`config.mk`:
```
export PLATFORM = sky130hd
export DESIGN_NAME = mqtt_suback_byte_parser
export DESIGN_NICKNAME = d
export VERILOG_FILES = /design/src/hw/rtl/msub_pkg.sv /design/src/hw/rtl/msub_step.sv /design/src/hw/rtl/mqtt_suback_byte_parser.sv
export SDC_FILE = /design/constraint.sdc
export NUM_CORES = 1
export LEC_CHECK = 0
export BUFFER_PORTS_ARGS = -buffer_cell sky130_fd_sc_hd__buf_2
export CAP_MARGIN = 10
export CORE_AREA = 2 2 125 127
export DETAILED_ROUTE_END_ITERATION = 6
export DIE_AREA = 0 0 127 129
export GPL_ROUTABILITY_DRIVEN = 0
export GPL_TIMING_DRIVEN = 0
export PLACE_DENSITY = 0.63
export SYNTH_ARGS = -nofsm -noshare
export SYNTH_HDL_FRONTEND = slang
export SYNTH_SLANG_ARGS = --single-unit
```
`constraint.sdc`:
```
create_clock -name clk -period 5.25 [get_ports clk]
set_input_delay 0.525 -clock clk [delete_from_list [all_inputs] [get_ports clk]]
set_output_delay 0.525 -clock clk [all_outputs]
set_load 0.005 [all_outputs]
```
`src/hw/rtl/msub_pkg.sv`:
```
package msub_pkg;

    localparam int unsigned LenWidth   = 28;
    localparam int unsigned IdWidth    = 16;
    localparam int unsigned CountWidth = 3;
    localparam logic [CountWidth-1:0] MaxLenBytes = 3'd4;
    localparam logic [7:0] Low7Mask = 8'd127;
    localparam logic [7:0] ContBit  = 8'd128;

    typedef enum logic [2:0] {
        PH_HEADER  = 3'd0,
        PH_LENGTH  = 3'd1,
        PH_ID_HI   = 3'd2,
        PH_ID_LO   = 3'd3,
        PH_PAYLOAD = 3'd4,
        PH_DRAIN   = 3'd5
    } phase_t;

    typedef struct packed {
        phase_t                phase;
        logic [7:0]            header;
        logic [LenWidth-1:0]   len_acc;
        logic [CountWidth-1:0] len_cnt;
        logic [IdWidth-1:0]    pkt_id;
    } parse_state_t;

    typedef struct packed {
        logic [7:0]          header_byte;
        logic [LenWidth-1:0] remaining_length;
        logic [IdWidth-1:0]  packet_id;
        logic [7:0]          return_code;
        logic                return_code_valid;
        logic                length_error;
        logic                message_end;
    } parse_result_t;

endpackage

```
`src/hw/rtl/msub_step.sv`:
```
module msub_step
    import msub_pkg::*;
(
    input  parse_state_t  state,
    input  logic [7:0]    data_byte,
    input  logic          final_byte,
    output parse_state_t  state_next,
    output parse_result_t result
);

    logic [LenWidth-1:0] len_group;
    logic [7:0]          rc;
    logic                rc_valid;
    logic                err;

    // place the 7-bit group at its varint position
    always_comb
    begin
        len_group = '0;
        case (state.len_cnt)
            3'd0:    len_group = {21'd0, data_byte[6:0]};
            3'd1:    len_group = {14'd0, data_byte[6:0], 7'd0};
            3'd2:    len_group = {7'd0, data_byte[6:0], 14'd0};
            3'd3:    len_group = {data_byte[6:0], 21'd0};
            default: len_group = '0;
        endcase
    end

    always_comb
    begin
        state_next = state;
        rc         = 8'd0;
        rc_valid   = 1'b0;
        err        = 1'b0;
        unique case (state.phase)
            PH_LENGTH:
            begin
                if (state.len_cnt >= MaxLenBytes)
                begin
                    err              = 1'b1;
                    state_next.phase = PH_DRAIN;
                end
                else
                begin
                    state_next.len_acc = state.len_acc + len_group;
                    state_next.len_cnt = state.len_cnt + 3'd1;
                    if ((data_byte & ContBit) == 8'd0)
                    begin
                        state_next.phase = PH_ID_HI;
                    end
                end
            end
            PH_ID_HI:
            begin
                state_next.pkt_id = {data_byte, 8'd0};
                state_next.phase  = PH_ID_LO;
            end
            PH_ID_LO:
            begin
                state_next.pkt_id = {state.pkt_id[15:8], data_byte};
                state_next.phase  = PH_PAYLOAD;
            end
            PH_PAYLOAD:
            begin
                rc       = data_byte;
                rc_valid = 1'b1;
            end
            PH_DRAIN:
            begin
                err = 1'b1;
            end
            default:
            begin
                state_next.header  = data_byte;
                state_next.len_acc = '0;
                state_next.len_cnt = '0;
                state_next.pkt_id  = '0;
                state_next.phase   = PH_LENGTH;
            end
        endcase

        if (final_byte)
        begin
            state_next.phase = PH_HEADER;
        end

        result.header_byte       = state_next.header;
        result.remaining_length  = state_next.len_acc;
        result.packet_id         = state_next.pkt_id;
        result.return_code       = rc;
        result.return_code_valid = rc_valid;
        result.length_error      = err;
        result.message_end       = final_byte;
    end

endmodule

```
`src/hw/rtl/mqtt_suback_byte_parser.sv`:
```
// SUBACK byte parser: takes one message byte per beat and returns one result per
// byte, one byte per cycle sustained with each result registered; the parse state
// update and the result register form a single stage, so back-to-back beats
// flow while out_ready is high and the input stalls only while a result waits.
// The result shows the stored fixed header, the remaining length decoded so
// far, the packet id so far, the byte itself when it is a return code, an error
// from a fifth length byte up to message end, and message_end on the final byte.
module mqtt_suback_byte_parser
    import msub_pkg::*;
(
    input  logic                clk,
    input  logic                rst_n,
    input  logic                in_valid,
    output logic                in_ready,
    input  logic [7:0]          data_byte,
    input  logic                final_byte,
    output logic                out_valid,
    input  logic                out_ready,
    output logic [7:0]          header_byte,
    output logic [LenWidth-1:0] remaining_length,
    output logic [IdWidth-1:0]  packet_id,
    output logic [7:0]          return_code,
    output logic                return_code_valid,
    output logic                length_error,
    output logic                message_end
);

    parse_state_t  state_reg;
    parse_state_t  state_next;
    parse_result_t result_reg;
    parse_result_t result_next;
    logic          out_valid_reg;
    logic          out_valid_next;
    logic          accept;

    assign in_ready = !out_valid_reg || out_ready;
    assign accept   = in_valid && in_ready;

    msub_step u_step (
        .state      (state_reg),
        .data_byte  (data_byte),
        .final_byte (final_byte),
        .state_next (state_next),
        .result     (result_next)
    );

    always_comb
    begin
        out_valid_next = out_valid_reg;
        if (accept)
        begin
            out_valid_next = 1'b1;
        end
        else if (out_ready)
        begin
            out_valid_next = 1'b0;
        end
    end

    always_ff @(posedge clk or negedge rst_n)
    begin
        if (!rst_n)
        begin
            state_reg     <= '{phase: PH_HEADER, default: '0};
            out_valid_reg <= 1'b0;
        end
        else
        begin
            out_valid_reg <= out_valid_next;
            if (accept)
            begin
                state_reg <= state_next;
            end
        end
    end

    // hold the result until the beat is taken
    always_ff @(posedge clk)
    begin
        if (accept)
        begin
            result_reg <= result_next;
        end
    end

    assign out_valid         = out_valid_reg;
    assign header_byte       = result_reg.header_byte;
    assign remaining_length  = result_reg.remaining_length;
    assign packet_id         = result_reg.packet_id;
    assign return_code       = result_reg.return_code;
    assign return_code_valid = result_reg.return_code_valid;
    assign length_error      = result_reg.length_error;
    assign message_end       = result_reg.message_end;

    a_final_to_header: assert property (@(posedge clk) disable iff (!rst_n)
        accept && final_byte |=> state_reg.phase == PH_HEADER)
        else $error("final byte did not return parser to header phase");

    a_rc_err_exclusive: assert property (@(posedge clk) disable iff (!rst_n)
        out_valid_reg |-> !(result_reg.return_code_valid && result_reg.length_error))
        else $error("return code and length error flagged on same byte");

    a_len_cnt_bound: assert property (@(posedge clk) disable iff (!rst_n)
        state_reg.len_cnt <= MaxLenBytes)
        else $error("length byte count beyond four");

    a_result_held: assert property (@(posedge clk) disable iff (!rst_n)
        out_valid_reg && !out_ready |=> out_valid_reg && $stable(result_reg))
        else $error("stalled result changed");

endmodule
```
Yosys cells after proc, flatten, opt, wreduce, memory -nomap -nowiden:

Cells that the tools add are included.
W data, S select, Z words.

* flip-flop bits (word level): 122
* input bits: 13
* output and inout port bits: 65
* word-level logic and storage cells: 54

* add/sub/neg operators: 2
* order comparisons: 1
* equality and inequality tests: 11
* muxes and demuxes: 14
* bitwise operators: 1
* reduce and logical (&&, ||, !) cells: 12

Operators by type and width (count)
* $pmux W28 S4: 1
* $pmux W31 S2: 1
* $pmux W16 S3: 1
* $mux W31: 1
* $add A28 B28 Y28: 1
* $eq A3 B2 Y1 const B: 4
* $pmux W3 S4: 1
* $mux W3: 3
* $logic_not A8 Y1: 1
* $mux W8: 1
* $eq A3 B1 Y1 const B: 2
* $eq A3 B3 Y1 const B: 2
* $reduce_and A3 Y1: 2
* $reduce_or A5 Y1: 1
* $mux W1: 4
* $ne A4 B2 Y1 const B: 1
* $reduce_or A4 Y1: 1
* $add A3 B1 Y3 const B: 1
* $ge A3 B3 Y1 const B: 1
* $logic_not A3 Y1: 1
* $reduce_or A3 Y1: 1
* $ne A2 B1 Y1 const B: 1
* $ne A2 B2 Y1 const B: 1
* $pmux W1 S2: 1
* 6 further kinds: 6

Longest topological paths before layout:

* depth in word-level cells: 5
* depth in mapped cells: 15
* gate-level depth less buffers: 15

Cells and area by module:

A second synthesis with hierarchy kept.

* cells, all modules: 608
* area total of the unflattened synthesis: 7034.2 µm²

By module, submodules not included
* mqtt_suback_byte_parser: instances 1, cells an instance 190, area each 4132.7 µm², seq. area each 3368.2 µm²
* msub_step: instances 1, cells an instance 418, area each 2901.5 µm², seq. area each 0.0 µm²

Worst setup path after synthesis:

No wires, ideal clock.

* kind: input-to-reg
* start point: input port out_ready
* end point: register state_reg[56] in the netlist's numbering
* setup time: 0.250 ns
* arrival: 3.678 ns
* data required time: 5.000 ns
* slack: 1.321 ns
* stages: 7
* buffers on the path: 3
* cell sequence: nand2b_1 nand2_1 inv_1 clkbuf_1 buf_1 buf_1 o32ai_1

* longest elaborated chain between the ends: 3

Ends and longest elaborated chain
* start: declaration: RTL line mqtt_suback_byte_parser.sv:18 `input logic out_ready,`
* $logic_or A1 B1 Y1: RTL line mqtt_suback_byte_parser.sv:36 `assign in_ready = !out_valid_reg || out_ready;`
* $logic_and A1 B1 Y1: RTL line mqtt_suback_byte_parser.sv:37 `assign accept = in_valid && in_ready;`
* via accept: RTL line mqtt_suback_byte_parser.sv:34 `logic accept;`
* $reduce_and A3 Y1 (no line)
* end signal: assignment: RTL line mqtt_suback_byte_parser.sv:72 `state_reg <= state_next;`
* end: declaration: RTL line mqtt_suback_byte_parser.sv:28 `parse_state_t state_reg;`

The timed path passes the listed nets, and every way through them passes these cells.
A chain may end at the register's enable or synchronous reset.

==> reports/qor.log <==
qor: cts.clk_pin_slew_worst_paths 0.06 ns
qor: timing.report.final.slew_viol_count 0
qor: timing.fin_skew 0.007271 ns
qor: yosys.syn_avg_cell_area 10.24 sq um
qor: run.max_cap_viol_count 0
qor: floorplanning.core_area 14,980 sq um
qor: grt.grt.overflow.total 0
qor: timing.worst-slew-pin-transition 0.8569 ns
qor: yosys.ys.warnings.count 0
qor: final_layout.fraction_of_final_layout_cells_with_drive_strength_greater_than_1 0.1853
qor: yosys.syn-num-nets 696
qor: yosys.synth_cell_types 55
qor: setup_path.critical_path_class reg2reg
qor: placement.place_worst_setup_slack 1.151 ns
qor: floorplanning.die_area 16,380 sq um
qor: power_and_ir_drop.design_power_total 3648 uW
qor: yosys.synth_edf_count 63
qor: cts.cts_tree yes
qor: floorplanning.ioPinCount 78
qor: drt.drt_iter0_markers 399
qor: cts.ctsRootBufferMaster clkbuf_16
qor: timing.hold_ws 0.1767 ns
qor: floorplanning.die_height 129 um
qor: yosys.ranking_of_synthesized_cells_by_area edfxtp_1 28%, dfrtp_1 22%, nand2_1 6.8%
qor: grt.initial_antenna_violation_count 0
qor: timing.finalHoldViolCount 0
qor: cts.cts_buffers 17
qor: setup_path.nature_of_the_critical_path_startpoint register
qor: yosys.netlist.top_cell.by_area edfxtp_1
qor: final_layout.largest_register_ffs 58
qor: cts.cts_setup_buffers 0
qor: drt.post-route-drc-count 0
qor: final_layout.final_common_cell nand2_1
qor: cts.clock-sinks 122
qor: drt.num_vias 5,339
qor: power_and_ir_drop.power.density 460.9 nW/um^2
qor: cts.ctsResizeCount 0
qor: power_and_ir_drop.static-leakage-power 0.003531 uW
qor: final_layout.most_frequent_cells_in_the_layout 121 x nand2_1, 81 x buf_2, 63 x edfxtp_1, 59 x dfrtp_1, 49 x o21ai_0
qor: drt.wl_per_cell 17.66 um
qor: timing.slew_headroom 0.4256
qor: final_layout.synthToLayoutAreaGrowth 18.69%
qor: setup_path.cp.arrival 4.29 ns
qor: grt.grt_first_pass_wirelength 26,890 um
qor: drt.drtPass1Iterations 5
qor: drt.final_antenna_net_count 0
qor: yosys.ys_seq_elements 122
qor: power_and_ir_drop.vdd.ir_drop.worst 241.6 uV
qor: grt.grt_pass1_vias 5,138
qor: status.status finished clean
qor: yosys.syn_area 6668 sq um
qor: grt.grt_start_max_net_pins 60
qor: grt.track_usage 0.2142
qor: cts.cts.path.max_buffers 2
qor: placement.buffer_ports.inserted 77
qor: drt.via_per_inst 5.626
qor: yosys.synth-main-ff-cell edfxtp_1
qor: yosys.syn_inst 651
qor: timing.timing.fmax 242.8 MHz
qor: final_layout.num_antenna_cells 0
qor: cts.clock_insertion_delay_worst_skew 0.42 ns
qor: floorplanning.starting_density_of_the_core 0.4452
qor: timing.worst_slack 1.131 ns
qor: worst_hold_path.hold_class in2async
qor: drt.totalWireLength 16,760 um
qor: cts.cts-hold-fix-buffers 0
qor: final_layout.nNetsFinal 793
qor: timing.final_count_of_negative_setup_slack_endpoints 0
qor: final_layout.layout.core_utilization 0.5284
qor: placement.post-dp-hpwl 11,620 um
qor: floorplanning.fp-row-count 45
qor: yosys.asyncSetResetFlopFracSynth 0.4836
qor: floorplanning.die-width 127 um
qor: timing.layout_min_cycle_time 4.119 ns
qor: yosys.seq_area_frac_synth 0.5052
qor: setup_path.critPathMaxFanout 10
qor: setup_path.timing.critical_path.to_type register
qor: yosys.yosysTopAreaCellShare 0.2837
qor: timing.rsz0062_at_grt no
qor: cts.htreeDepth 4
qor: timing.finalCritPeriodShare 0.7845
qor: setup_path.ff2ff_setup_slack 1.13 ns
qor: timing.setup_total_negative_slack 0 ns
qor: setup_path.wp_data_required 5.42 ns
==> worst paths after layout <==
| kind | to | start | cells after the start |
|---|---|---|---|
| max | remaining_length[26]$_DFFE_PP_ | state_reg[18]$_DFFE_PN0P_ | 15 |
| min | state_reg[33]$_DFFE_PN0P_ | rst_n | 1 |
| max reg2reg | remaining_length[26]$_DFFE_PP_ | state_reg[18]$_DFFE_PN0P_ | 15 |
| min reg2reg | state_reg[51]$_DFFE_PN0P_ | state_reg[51]$_DFFE_PN0P_ | 2 |
| max in group asynchronous | state_reg[23]$_DFFE_PN0P_ | rst_n | 1 |
| min in group clk | out_valid$_DFFE_PN0P_ | in_valid | 2 |
==> cells in the mapped netlist, types with 2 or more instances <==
master and number:
o311ai_1 2, nor3_2 2, xor2_1 7, nand3_1 8, or3_1 4, o21a_1 3, a22o_1 37, inv_1 23
o21bai_1 6, o22ai_1 2, a21oi_1 31, nor2_1 18, nand4_1 3, a32o_1 2, o21ai_1 4, nor3_1 6
and3_1 7, dfrtp_1 59, a211oi_2 2, edfxtp_1 63, nor2b_1 12, nand2_1 121, and2_1 34, o21ai_0 49
a22oi_1 10, xnor2_1 15, a31oi_1 2, buf_1 4, nand2b_1 6, a21o_1 12, buf_2 4, ha_1 31
a211oi_1 3, mux2_2 16, clkbuf_1 23
==> where the power goes <==
group / switching [uW] / internal (uW) / leakage (uW) / total [uW]
clock: 437 / 748 / 0.000291 / 1190
sequential: 108 / 1240 / 0.00142 / 1340
combinational: 688 / 430 / 0.00182 / 1120
total: 1230 / 2410 / 0.00353 / 3650
==> area by class of cell <==
class | instances | area (sq um)
buffer | 32 | 133.9
clock buffer | 18 | 429.2
clock inverter | 14 | 172.7
fill | 1343 | 7063
inverter | 23 | 86.33
multi-input combinational | 474 | 3080
sequential | 122 | 3368
tap | 188 | 235.2
timing repair buffer | 78 | 407.9
==> critical path, cell delays in order, from the launching register on <==
cell and delay, ns:
dfrtp_1 0.44, clkbuf_1 0.24, nor2b_1 0.41, and2_1 0.19, ha_1 0.20, inv_1 0.07, fa_1 0.40, nor2b_1 0.14
o21a_1 0.14, o21ai_1 0.13, a211oi_2 0.29, nor2_1 0.13, o311ai_1 0.55, a21oi_1 0.17, xnor2_1 0.18, a22o_1 0.19
==> metal layers <==
layer,vias up,share of wire,GRT usage
met3,37,0.059,0.05073
met2,176,0.47,0.3469
met4,0,0.030,0.09244
li1,2532,-,-
met1,2594,0.44,0.2771
met5,-,0,0
==> kinds of logic after synthesis <==
kind of cell	Yosys count	share of synthesized area
and+or+nand+nor	224	0.1569
AOI/OAI and AO/OA	179	0.1865
muxes	17	0.02852
buffers and inverters	55	0.03284
xor gates and xnor gates	22	0.02890
DFF	122	0.5052
adders and majority gates	32	0.06117
==> stage by stage <==
stage	std cells	cell area [sq um]
final	949	7914
after global routing	949	7914
after CTS	949	7914
after detailed placement	917	7312
after global placement	916	7288
after floorplan	651	6668
(Power assumes the default switching activity.)
